File: src/rtl/ptt_pkg.sv
// ----------------------------------------------------------------------------
// ptt_pkg
// Shared types, constants and codes of the priority task table.
// ----------------------------------------------------------------------------
package ptt_pkg;

   localparam int MAX_TASKS = 16;
   localparam int TAG_BITS  = 16;

   localparam int IDX_W     = $clog2(MAX_TASKS);
   localparam int CNT_W     = $clog2(MAX_TASKS + 1);
   localparam int PRIO_W    = 3;
   localparam int TAG_IN_W  = 16;
   localparam int POS_W     = 5;
   localparam int COUNT_W   = 5;

   typedef logic [IDX_W-1:0]    idx_type;
   typedef logic [CNT_W-1:0]    cnt_type;
   typedef logic [PRIO_W-1:0]   prio_type;
   typedef logic [TAG_BITS-1:0] tag_type;
   typedef logic [TAG_IN_W-1:0] tag_port_type;
   typedef logic [POS_W-1:0]    pos_type;
   typedef logic [COUNT_W-1:0]  count_port_type;

   localparam prio_type PRIO_MIN = 3'd1;
   localparam prio_type PRIO_MAX = 3'd5;

   typedef struct packed {
      prio_type prio;
      tag_type  tag;
   } entry_type;

   typedef enum logic [1:0] {
      ACT_CREATE = 2'd0,
      ACT_DELETE = 2'd1,
      ACT_SORT   = 2'd2,
      ACT_LIST   = 2'd3
   } action_type;

   typedef enum logic [1:0] {
      STATUS_OK       = 2'd0,
      STATUS_BAD_PRIO = 2'd1,
      STATUS_BAD_POS  = 2'd2,
      STATUS_FULL     = 2'd3
   } status_type;

   typedef enum logic [4:0] {
      OP_NONE,
      OP_LOAD,
      OP_CREATE,
      OP_BAD_POS,
      OP_DEL_INIT,
      OP_DEL_READ,
      OP_DEL_MOVE,
      OP_DEL_DONE,
      OP_SORT_INIT,
      OP_OUTER_READ,
      OP_CUR_LOAD,
      OP_INNER_READ,
      OP_OUTER_DONE,
      OP_COMPARE,
      OP_LIST_INIT,
      OP_LIST_EMPTY,
      OP_LIST_READ,
      OP_LIST_EMIT
   } dp_op_type;

   typedef struct packed {
      action_type action;
      logic       pos_ok;
      logic       count_zero;
      logic       i_more;
      logic       j_more;
      logic       list_last;
   } dp_status_type;

   typedef enum logic [3:0] {
      ST_IDLE,
      ST_DISPATCH,
      ST_DEL_CHECK,
      ST_DEL_MOVE,
      ST_SORT_OUTER,
      ST_SORT_LOAD,
      ST_SORT_INNER,
      ST_SORT_CMP,
      ST_LIST_START,
      ST_LIST_READ,
      ST_LIST_EMIT
   } ctl_state_type;

endpackage

File: src/rtl/ptt_ctrl.sv
// ----------------------------------------------------------------------------
// ptt_ctrl
// Sequencer of the priority task table: steps create, delete, sort and list.
// ----------------------------------------------------------------------------
module ptt_ctrl (
   input  logic                   clock,
   input  logic                   reset,
   input  logic                   start,
   input  ptt_pkg::dp_status_type status,
   output ptt_pkg::dp_op_type     op,
   output logic                   busy
);

   ptt_pkg::ctl_state_type state_ff, state_in;

   always_ff @(posedge clock) begin
      if (reset) begin
         state_ff <= ptt_pkg::ST_IDLE;
      end else begin
         state_ff <= state_in;
      end
   end

   always_comb begin
      state_in = state_ff;
      unique case (state_ff)
         ptt_pkg::ST_IDLE: begin
            if (start) state_in = ptt_pkg::ST_DISPATCH;
         end
         ptt_pkg::ST_DISPATCH: begin
            unique case (status.action)
               ptt_pkg::ACT_CREATE: state_in = ptt_pkg::ST_IDLE;
               ptt_pkg::ACT_DELETE: begin
                  state_in = status.pos_ok ? ptt_pkg::ST_DEL_CHECK : ptt_pkg::ST_IDLE;
               end
               ptt_pkg::ACT_SORT:   state_in = ptt_pkg::ST_SORT_OUTER;
               ptt_pkg::ACT_LIST:   state_in = ptt_pkg::ST_LIST_START;
               default:             state_in = ptt_pkg::ST_IDLE;
            endcase
         end
         ptt_pkg::ST_DEL_CHECK: begin
            state_in = status.i_more ? ptt_pkg::ST_DEL_MOVE : ptt_pkg::ST_IDLE;
         end
         ptt_pkg::ST_DEL_MOVE:   state_in = ptt_pkg::ST_DEL_CHECK;
         ptt_pkg::ST_SORT_OUTER: begin
            state_in = status.i_more ? ptt_pkg::ST_SORT_LOAD : ptt_pkg::ST_LIST_START;
         end
         ptt_pkg::ST_SORT_LOAD:  state_in = ptt_pkg::ST_SORT_INNER;
         ptt_pkg::ST_SORT_INNER: begin
            state_in = status.j_more ? ptt_pkg::ST_SORT_CMP : ptt_pkg::ST_SORT_OUTER;
         end
         ptt_pkg::ST_SORT_CMP:   state_in = ptt_pkg::ST_SORT_INNER;
         ptt_pkg::ST_LIST_START: begin
            state_in = status.count_zero ? ptt_pkg::ST_IDLE : ptt_pkg::ST_LIST_READ;
         end
         ptt_pkg::ST_LIST_READ:  state_in = ptt_pkg::ST_LIST_EMIT;
         ptt_pkg::ST_LIST_EMIT: begin
            state_in = status.list_last ? ptt_pkg::ST_IDLE : ptt_pkg::ST_LIST_READ;
         end
         default: state_in = ptt_pkg::ST_IDLE;
      endcase
   end

   always_comb begin
      op   = ptt_pkg::OP_NONE;
      busy = (state_ff != ptt_pkg::ST_IDLE);
      unique case (state_ff)
         ptt_pkg::ST_IDLE: begin
            if (start) op = ptt_pkg::OP_LOAD;
         end
         ptt_pkg::ST_DISPATCH: begin
            unique case (status.action)
               ptt_pkg::ACT_CREATE: op = ptt_pkg::OP_CREATE;
               ptt_pkg::ACT_DELETE: begin
                  op = status.pos_ok ? ptt_pkg::OP_DEL_INIT : ptt_pkg::OP_BAD_POS;
               end
               ptt_pkg::ACT_SORT:   op = ptt_pkg::OP_SORT_INIT;
               ptt_pkg::ACT_LIST:   op = ptt_pkg::OP_NONE;
               default:             op = ptt_pkg::OP_NONE;
            endcase
         end
         ptt_pkg::ST_DEL_CHECK: begin
            op = status.i_more ? ptt_pkg::OP_DEL_READ : ptt_pkg::OP_DEL_DONE;
         end
         ptt_pkg::ST_DEL_MOVE:   op = ptt_pkg::OP_DEL_MOVE;
         ptt_pkg::ST_SORT_OUTER: begin
            op = status.i_more ? ptt_pkg::OP_OUTER_READ : ptt_pkg::OP_NONE;
         end
         ptt_pkg::ST_SORT_LOAD:  op = ptt_pkg::OP_CUR_LOAD;
         ptt_pkg::ST_SORT_INNER: begin
            op = status.j_more ? ptt_pkg::OP_INNER_READ : ptt_pkg::OP_OUTER_DONE;
         end
         ptt_pkg::ST_SORT_CMP:   op = ptt_pkg::OP_COMPARE;
         ptt_pkg::ST_LIST_START: begin
            op = status.count_zero ? ptt_pkg::OP_LIST_EMPTY : ptt_pkg::OP_LIST_INIT;
         end
         ptt_pkg::ST_LIST_READ:  op = ptt_pkg::OP_LIST_READ;
         ptt_pkg::ST_LIST_EMIT:  op = ptt_pkg::OP_LIST_EMIT;
         default:                op = ptt_pkg::OP_NONE;
      endcase
   end

endmodule

File: src/rtl/ptt_datapath.sv
// ----------------------------------------------------------------------------
// ptt_datapath
// Entry memory, count, loop indexes, held entry and result registers.
// ----------------------------------------------------------------------------
module ptt_datapath (
   input  logic                          clock,
   input  logic                          reset,
   input  logic [1:0]                    req_action,
   input  ptt_pkg::prio_type             req_priority_req,
   input  ptt_pkg::tag_port_type         req_tag,
   input  ptt_pkg::pos_type              req_position,
   input  ptt_pkg::dp_op_type            op,
   output ptt_pkg::dp_status_type        status,
   output logic                          rsp_strobe,
   output logic [1:0]                    rsp_status,
   output logic                          rsp_entry_valid,
   output ptt_pkg::pos_type              rsp_entry_position,
   output ptt_pkg::prio_type             rsp_entry_priority,
   output ptt_pkg::tag_port_type         rsp_entry_tag,
   output ptt_pkg::count_port_type       rsp_count,
   output logic                          rsp_last
);

   ptt_pkg::entry_type mem [ptt_pkg::MAX_TASKS];

   ptt_pkg::action_type   action_ff;
   ptt_pkg::prio_type     prio_ff;
   ptt_pkg::tag_type      tag_ff;
   ptt_pkg::pos_type      pos_ff;
   ptt_pkg::cnt_type      count_ff, count_in;
   ptt_pkg::cnt_type      i_ff, i_in;
   ptt_pkg::cnt_type      j_ff, j_in;
   ptt_pkg::entry_type    cur_ff, cur_in;
   ptt_pkg::entry_type    rd_data_ff;

   logic                  rsp_strobe_ff;
   ptt_pkg::status_type   rsp_status_ff, rsp_status_in;
   logic                  rsp_valid_ff, rsp_valid_in;
   ptt_pkg::pos_type      rsp_pos_ff, rsp_pos_in;
   ptt_pkg::prio_type     rsp_prio_ff, rsp_prio_in;
   ptt_pkg::tag_port_type rsp_tag_ff, rsp_tag_in;
   ptt_pkg::count_port_type rsp_count_ff;
   logic                  rsp_last_ff, rsp_last_in;
   logic                  rsp_emit;

   logic                  wr_en;
   ptt_pkg::idx_type      wr_addr;
   ptt_pkg::entry_type    wr_data;
   logic                  rd_en;
   ptt_pkg::idx_type      rd_addr;

   ptt_pkg::cnt_type      i_next1;
   ptt_pkg::entry_type    new_entry;
   logic                  prio_ok;
   logic                  full;
   logic                  swap;

   assign i_next1   = i_ff + ptt_pkg::cnt_type'(1);
   assign prio_ok   = (prio_ff >= ptt_pkg::PRIO_MIN) && (prio_ff <= ptt_pkg::PRIO_MAX);
   assign full      = (count_ff == ptt_pkg::cnt_type'(ptt_pkg::MAX_TASKS));
   assign swap      = (cur_ff.prio < rd_data_ff.prio);

   always_comb begin
      new_entry.prio = prio_ff;
      new_entry.tag  = tag_ff;
   end

   always_comb begin
      status.action     = action_ff;
      status.pos_ok     = (pos_ff != '0) && (32'(pos_ff) <= 32'(count_ff));
      status.count_zero = (count_ff == '0);
      status.i_more     = (i_next1 < count_ff);
      status.j_more     = (j_ff < count_ff);
      status.list_last  = (i_next1 == count_ff);
   end

   always_comb begin
      count_in      = count_ff;
      i_in          = i_ff;
      j_in          = j_ff;
      cur_in        = cur_ff;
      wr_en         = 1'b0;
      wr_addr       = i_ff[ptt_pkg::IDX_W-1:0];
      wr_data       = rd_data_ff;
      rd_en         = 1'b0;
      rd_addr       = i_ff[ptt_pkg::IDX_W-1:0];
      rsp_emit      = 1'b0;
      rsp_status_in = ptt_pkg::STATUS_OK;
      rsp_valid_in  = 1'b0;
      rsp_pos_in    = '0;
      rsp_prio_in   = '0;
      rsp_tag_in    = '0;
      rsp_last_in   = 1'b1;
      unique case (op)
         ptt_pkg::OP_NONE, ptt_pkg::OP_LOAD: begin
         end
         ptt_pkg::OP_CREATE: begin
            rsp_emit = 1'b1;
            if (!prio_ok) begin
               rsp_status_in = ptt_pkg::STATUS_BAD_PRIO;
            end else if (full) begin
               rsp_status_in = ptt_pkg::STATUS_FULL;
            end else begin
               wr_en    = 1'b1;
               wr_addr  = count_ff[ptt_pkg::IDX_W-1:0];
               wr_data  = new_entry;
               count_in = count_ff + ptt_pkg::cnt_type'(1);
            end
         end
         ptt_pkg::OP_BAD_POS: begin
            rsp_emit      = 1'b1;
            rsp_status_in = ptt_pkg::STATUS_BAD_POS;
         end
         ptt_pkg::OP_DEL_INIT: begin
            i_in = ptt_pkg::cnt_type'(pos_ff) - ptt_pkg::cnt_type'(1);
         end
         ptt_pkg::OP_DEL_READ: begin
            rd_en   = 1'b1;
            rd_addr = i_next1[ptt_pkg::IDX_W-1:0];
         end
         ptt_pkg::OP_DEL_MOVE: begin
            wr_en = 1'b1;
            i_in  = i_next1;
         end
         ptt_pkg::OP_DEL_DONE: begin
            rsp_emit = 1'b1;
            count_in = count_ff - ptt_pkg::cnt_type'(1);
         end
         ptt_pkg::OP_SORT_INIT: begin
            i_in = '0;
         end
         ptt_pkg::OP_OUTER_READ: begin
            rd_en = 1'b1;
            j_in  = i_next1;
         end
         ptt_pkg::OP_CUR_LOAD: begin
            cur_in = rd_data_ff;
         end
         ptt_pkg::OP_INNER_READ: begin
            rd_en   = 1'b1;
            rd_addr = j_ff[ptt_pkg::IDX_W-1:0];
         end
         ptt_pkg::OP_OUTER_DONE: begin
            wr_en   = 1'b1;
            wr_data = cur_ff;
            i_in    = i_next1;
         end
         ptt_pkg::OP_COMPARE: begin
            if (swap) begin
               wr_en   = 1'b1;
               wr_addr = j_ff[ptt_pkg::IDX_W-1:0];
               wr_data = cur_ff;
               cur_in  = rd_data_ff;
            end
            j_in = j_ff + ptt_pkg::cnt_type'(1);
         end
         ptt_pkg::OP_LIST_INIT: begin
            i_in = '0;
         end
         ptt_pkg::OP_LIST_EMPTY: begin
            rsp_emit = 1'b1;
         end
         ptt_pkg::OP_LIST_READ: begin
            rd_en = 1'b1;
         end
         ptt_pkg::OP_LIST_EMIT: begin
            rsp_emit     = 1'b1;
            rsp_valid_in = 1'b1;
            rsp_pos_in   = ptt_pkg::pos_type'(i_next1);
            rsp_prio_in  = rd_data_ff.prio;
            rsp_tag_in   = ptt_pkg::tag_port_type'(rd_data_ff.tag);
            rsp_last_in  = (i_next1 == count_ff);
            i_in         = i_next1;
         end
         default: begin
         end
      endcase
   end

   always_ff @(posedge clock) begin
      if (wr_en) mem[wr_addr] <= wr_data;
      if (rd_en) rd_data_ff <= mem[rd_addr];
   end

   always_ff @(posedge clock) begin
      if (reset) begin
         count_ff      <= '0;
         rsp_strobe_ff <= 1'b0;
      end else begin
         count_ff      <= count_in;
         rsp_strobe_ff <= rsp_emit;
      end
   end

   always_ff @(posedge clock) begin
      i_ff   <= i_in;
      j_ff   <= j_in;
      cur_ff <= cur_in;
      if (op == ptt_pkg::OP_LOAD) begin
         action_ff <= ptt_pkg::action_type'(req_action);
         prio_ff   <= req_priority_req;
         tag_ff    <= ptt_pkg::tag_type'(req_tag);
         pos_ff    <= req_position;
      end
      if (rsp_emit) begin
         rsp_status_ff <= rsp_status_in;
         rsp_valid_ff  <= rsp_valid_in;
         rsp_pos_ff    <= rsp_pos_in;
         rsp_prio_ff   <= rsp_prio_in;
         rsp_tag_ff    <= rsp_tag_in;
         rsp_count_ff  <= ptt_pkg::count_port_type'(count_in);
         rsp_last_ff   <= rsp_last_in;
      end
   end

   assign rsp_strobe         = rsp_strobe_ff;
   assign rsp_status         = rsp_status_ff;
   assign rsp_entry_valid    = rsp_valid_ff;
   assign rsp_entry_position = rsp_pos_ff;
   assign rsp_entry_priority = rsp_prio_ff;
   assign rsp_entry_tag      = rsp_tag_ff;
   assign rsp_count          = rsp_count_ff;
   assign rsp_last           = rsp_last_ff;

endmodule

File: src/rtl/priority_task_table.sv
// ----------------------------------------------------------------------------
// priority_task_table
// Table of prioritized tasks with create, delete, exchange sort and listing.
//
//   channel   ports                 transfer
//   request   start, busy, req_*    start high while busy is low
//   result    rsp_strobe, rsp_*     one cycle per result, strobe marks it
//
// Create and a rejected delete: the request is registered at start, the dispatch
// state decides, and its result is registered onto the rsp_* ports. Delete at
// position p: each entry after p is read and then written one place lower. List:
// each entry is read through the memory port and then emitted as its own result.
// Sort runs before a list; each compare-swap step is a read on the one port.
// Synchronous reset empties the table; results cannot be stalled.
// ----------------------------------------------------------------------------
module priority_task_table (
   input  logic        clock,
   input  logic        reset,
   input  logic        start,
   output logic        busy,
   input  logic [1:0]  req_action,
   input  logic [2:0]  req_priority_req,
   input  logic [15:0] req_tag,
   input  logic [4:0]  req_position,
   output logic        rsp_strobe,
   output logic [1:0]  rsp_status,
   output logic        rsp_entry_valid,
   output logic [4:0]  rsp_entry_position,
   output logic [2:0]  rsp_entry_priority,
   output logic [15:0] rsp_entry_tag,
   output logic [4:0]  rsp_count,
   output logic        rsp_last
);

   ptt_pkg::dp_op_type     op;
   ptt_pkg::dp_status_type status;

   ptt_ctrl u_ctrl (
      .clock  (clock),
      .reset  (reset),
      .start  (start),
      .status (status),
      .op     (op),
      .busy   (busy)
   );

   ptt_datapath u_datapath (
      .clock              (clock),
      .reset              (reset),
      .req_action         (req_action),
      .req_priority_req   (req_priority_req),
      .req_tag            (req_tag),
      .req_position       (req_position),
      .op                 (op),
      .status             (status),
      .rsp_strobe         (rsp_strobe),
      .rsp_status         (rsp_status),
      .rsp_entry_valid    (rsp_entry_valid),
      .rsp_entry_position (rsp_entry_position),
      .rsp_entry_priority (rsp_entry_priority),
      .rsp_entry_tag      (rsp_entry_tag),
      .rsp_count          (rsp_count),
      .rsp_last           (rsp_last)
   );

endmodule

File: config.mk
export PLATFORM = sky130hd
export DESIGN_NAME = priority_task_table
export DESIGN_NICKNAME = d
export VERILOG_FILES = /design/src/rtl/ptt_pkg.sv /design/src/rtl/ptt_ctrl.sv /design/src/rtl/ptt_datapath.sv /design/src/rtl/priority_task_table.sv
export SDC_FILE = /design/constraint.sdc
export NUM_CORES = 1
export LEC_CHECK = 0
export BUFFER_PORTS_ARGS = -buffer_cell sky130_fd_sc_hd__clkbuf_2
export CAP_MARGIN = 5
export CELL_PAD_IN_SITES_DETAIL_PLACEMENT = 1
export CELL_PAD_IN_SITES_GLOBAL_PLACEMENT = 2
export CORE_AREA = 2 2 197 199
export CTS_BUF_LIST = sky130_fd_sc_hd__clkbuf_16
export CTS_CLUSTER_DIAMETER = 120
export CTS_CLUSTER_SIZE = 10
export DETAILED_ROUTE_END_ITERATION = 10
export DIE_AREA = 0 0 199 201
export PLACE_DENSITY_LB_ADDON = 0.25
export SLEW_MARGIN = 10
export SYNTH_ARGS = -nofsm -noshare
export SYNTH_HDL_FRONTEND = slang
export SYNTH_HIERARCHICAL = 1
export SYNTH_SLANG_ARGS = --single-unit
File: constraint.sdc
create_clock -name clock -period 13.7 [get_ports clock]
set_input_delay 0 -clock clock [delete_from_list [all_inputs] [get_ports clock]]
set_output_delay 0 -clock clock [all_outputs]
set_load 0.02 [all_outputs]
==> qor.yml <==
floorplanning:
  die_w_um: 199
  ioPinCount: 64
  die_area_um2: 40000
  core_um2: 38100
  die_y_um: 201
  rows: 72
  start_util_pct: 46.0
route:
  vias_per_cell: 5.76
  drtIter0Drc: 919
  vias: 11406
  dr.pass1.iters: 6
  ant_nets: 0
  wl_per_cell_um: 23.8
  wl_um: 47100
  drc: 0
grt:
  grt_pass1_vias: 11795
  grt_use_total_pct: 24.0
  gr-total-overflow: 0
  grt_max_degree: 84
  grt_first_pass_wirelength_um: 71500
  antenna_found_initial: 1
worst_hold_path:
  worstHoldPathType: "in -> reg"
  holdPathStages: 4
  hp-start: "start"
  hold_end: "u_ctrl/state_ff[3]"
setup_path:
  path_common_cell: "ha_1"
  critPathMaxStageDelay_ps: 960
  end_kind: "flip-flop"
  arrival_ps: 7410
  r2r_start: "u_datapath/i_ff[0]"
  path_class: "reg -> reg"
  rr_endpoint: "u_datapath/mem[11][10]"
  reg2regPathDepth: 17
  crit_path_top_delay_cell: "nor2_2"
  critPathRequiredTime_ps: 13890
  rrSetupSlack_ps: 6480
  critPathMaxFanout: 26
  cp_cell_sequence: "ha_1 > xnor2_1 > inv_1 > ha_1 > o21a_1 > o21ai_0 > nand2b_1 > a21oi_1 > a22oi_1 > o221ai_1 > or3b_4 > a2111oi_4 > and2_1 > nor3_1 > a221oi_1 > nand2_1 > nor2_2"
  critPathLaunchType: "flip-flop"
yosys:
  synthFlopType: "edfxtp_1"
  synth-edff-count: 411
  synth.top_cell.area_share_pct: 70.5
  ys_ff_latch: 421
  synth_cell_type_count: 65
  ys_seq_area_share_pct: 71.6
  yosys_warnings: 6
  synthesis.nets: 1418
  yosysMostFrequentCell: "edfxtp_1"
  synth_area_leaders: "edfxtp_1 (70%), nand2_1 (5.9%), a21oi_1 (5.3%)"
  yosysTopAreaCell: "edfxtp_1"
  ys_top_cells_by_count: "edfxtp_1 (411), nand2_1 (273), a21oi_1 (187), clkbuf_1 (54), nand3_1 (53)"
  synthCells: 1367
  async_flop_share_pct: 0
  syn-cell-area_um2: 17500
  synth.avg_cell_area_um2: 12.8
clock_tree:
  cts.sinks: 421
  clk_latency_ps: 580
  cts_root_buf: "clkbuf_16"
  cts_tree: "done"
  cts_max_path_buffers: 3
  cts_buffers: 48
  cts.clk_slew.worst_paths_ps: 60
  htreeDepth: 2
timing:
  rsz0062_at_grt: "false"
  finalMaxSlewViolations: 0
  slew_headroom_pct: 18.6
  setup_viol: 0
  skew_ps: 25.5
  finalCritPeriodShare_pct: 52.7
  hold_viol: 0
  tightest_slew_ps: 1220
  fin_setup_tns_ps: 0
  period_minus_slack_ps: 7220
  max_freq_ghz: 0.138
place:
  dp_hpwl_um: 29300
  gp_congestion: 0.843
  port_buffers: 63
  placed_cell_area_um2: 18500
layout:
  layout-drive-gt1-share_pct: 11.8
  diodes: 0
  areaGrowthSynthToFinish_pct: 14.4
  nets: 1505
  design_area_um2: 20000
flow_run:
  cap_violations: 0
pwr:
  p_leak_uw: 0.00699
  irDropWorstVdd_v: 0.000106
  p_total_uw: 3210
  p_per_area_nw_per_um2: 160
outcome:
  outcome: "finished, final reports clean"
[report_power, final]
part	total, µW	internal (µW)	switching [µW]
Sequential	1560	1520	32.4
Clock	1110	631	475
Combinational	549	149	400
Total	3210	2300	907
[layout by cell type (no fill, tap or decap), types with 3 or more instances in the layout]
master	n
a21o_1	4
a21oi_1	187
a221o_1	3
a221oi_1	4
a222oi_1	18
a22oi_1	44
and2_1	20
and3_1	4
buf_4	19
clkbuf_16	49
clkbuf_2	63
dfxtp_1	10
dlygate4sd3_1	27
edfxtp_1	411
ha_1	22
inv_1	47
nand2_1	273
nand2b_1	11
nand3_1	52
nor2_1	36
nor2_2	13
nor2b_1	18
nor3_1	6
nor3_2	6
o211ai_1	3
o21a_1	5
o21ai_0	28
o21ai_1	3
o221ai_1	3
o22ai_1	6
o31a_1	3
xnor2_1	9
xor2_1	5
[state kept, by name (all words and copies together) (netlist names)]
register / count
u_datapath/count_ff: 5
u_datapath/i_ff: 5
u_datapath/mem: 304
u_ctrl/state_ff: 4
u_datapath/action_ff: 2
u_datapath/rsp_strobe: 1
u_datapath/cur_ff: 19
u_datapath/rsp_entry_position: 5
u_datapath/prio_ff: 3
u_datapath/j_ff: 5
u_datapath/rsp_count: 5
u_datapath/rsp_entry_valid: 1
u_datapath/rsp_last: 1
u_datapath/tag_ff: 16
u_datapath/rsp_entry_tag: 16
u_datapath/rsp_status: 2
u_datapath/pos_ff: 5
u_datapath/rsp_entry_priority: 3
u_datapath/rd_data_ff: 19
[critical path, delay by kind of cell (launching register included)]
kind,cells,cell delay [ps]
AND/OR/NAND/NOR,6,2910
AO/OA/AOI/OAI,7,2280
adder cells (fa/ha/maj),2,650
flip-flops,1,560
XOR/XNOR,1,320
buffers and inverters,1,80
[final cells by class]
type	count	area (µm²)
clock buffers	49	1230
clock inverters	10	58.8
fillers	3882	18100
inverters	39	146
multi-input cells	834	4670
flip-flops and latches	421	12500
well taps	518	648
repair buffers	110	743
[metal layers]
metal	global-route usage, %	share of wire [%]	up-vias
met5	0	0	-
met4	7.57	2.4	0
met2	37.6	46	327
met1	34.2	46	5785
met3	4.40	6.1	73
li1	-	-	5221
[worst max-delay path by stage]
stage | startpoint | slack (ps) | endpoint
after floorplan | u_datapath/i_ff[1] | 8140 | u_datapath/mem[2][0]
after global placement | u_datapath/i_ff[0] | 6890 | u_datapath/mem[0][6]
after detailed placement | u_datapath/i_ff[0] | 6550 | u_datapath/mem[1][5]
after CTS | u_datapath/i_ff[0] | 6490 | u_datapath/mem[1][2]
after global routing | u_datapath/i_ff[0] | 5830 | u_datapath/mem[1][2]
final | u_datapath/i_ff[0] | 6480 | u_datapath/mem[11][10]
[through the flow]
step	hold WS, ps	instances	utilization, %	setup WS, ps
floorplan	71.6	1367	-	8140
global placement	177	1894	48.4	6890
CTS	8.93	1981	52.6	6490
detailed placement	180	1895	48.5	6550
finish	37.8	1981	52.6	6480
global route	119	1981	52.6	5830
[repair_timing]
item / 4_1_cts / 5_1_grt
resized for setup: 0 / 0
hold buffers: 27 / 0
endpoints found under the hold margin: 36 / 0
buffers inserted: 0 / 0
[cells by family (layout without fill, tap and decap cells)]
group,count (synthesis),count (layout),share of synthesized area (%)
adders and majority gates,22,22,1.57
xor gates and xnor gates,14,14,0.700
AOI/OAI and AO/OA,334,334,11.7
and+or+nand+nor,464,464,11.9
DFF,421,421,71.6
buffers and inverters,112,208,2.52
(Power assumes the default switching activity.)
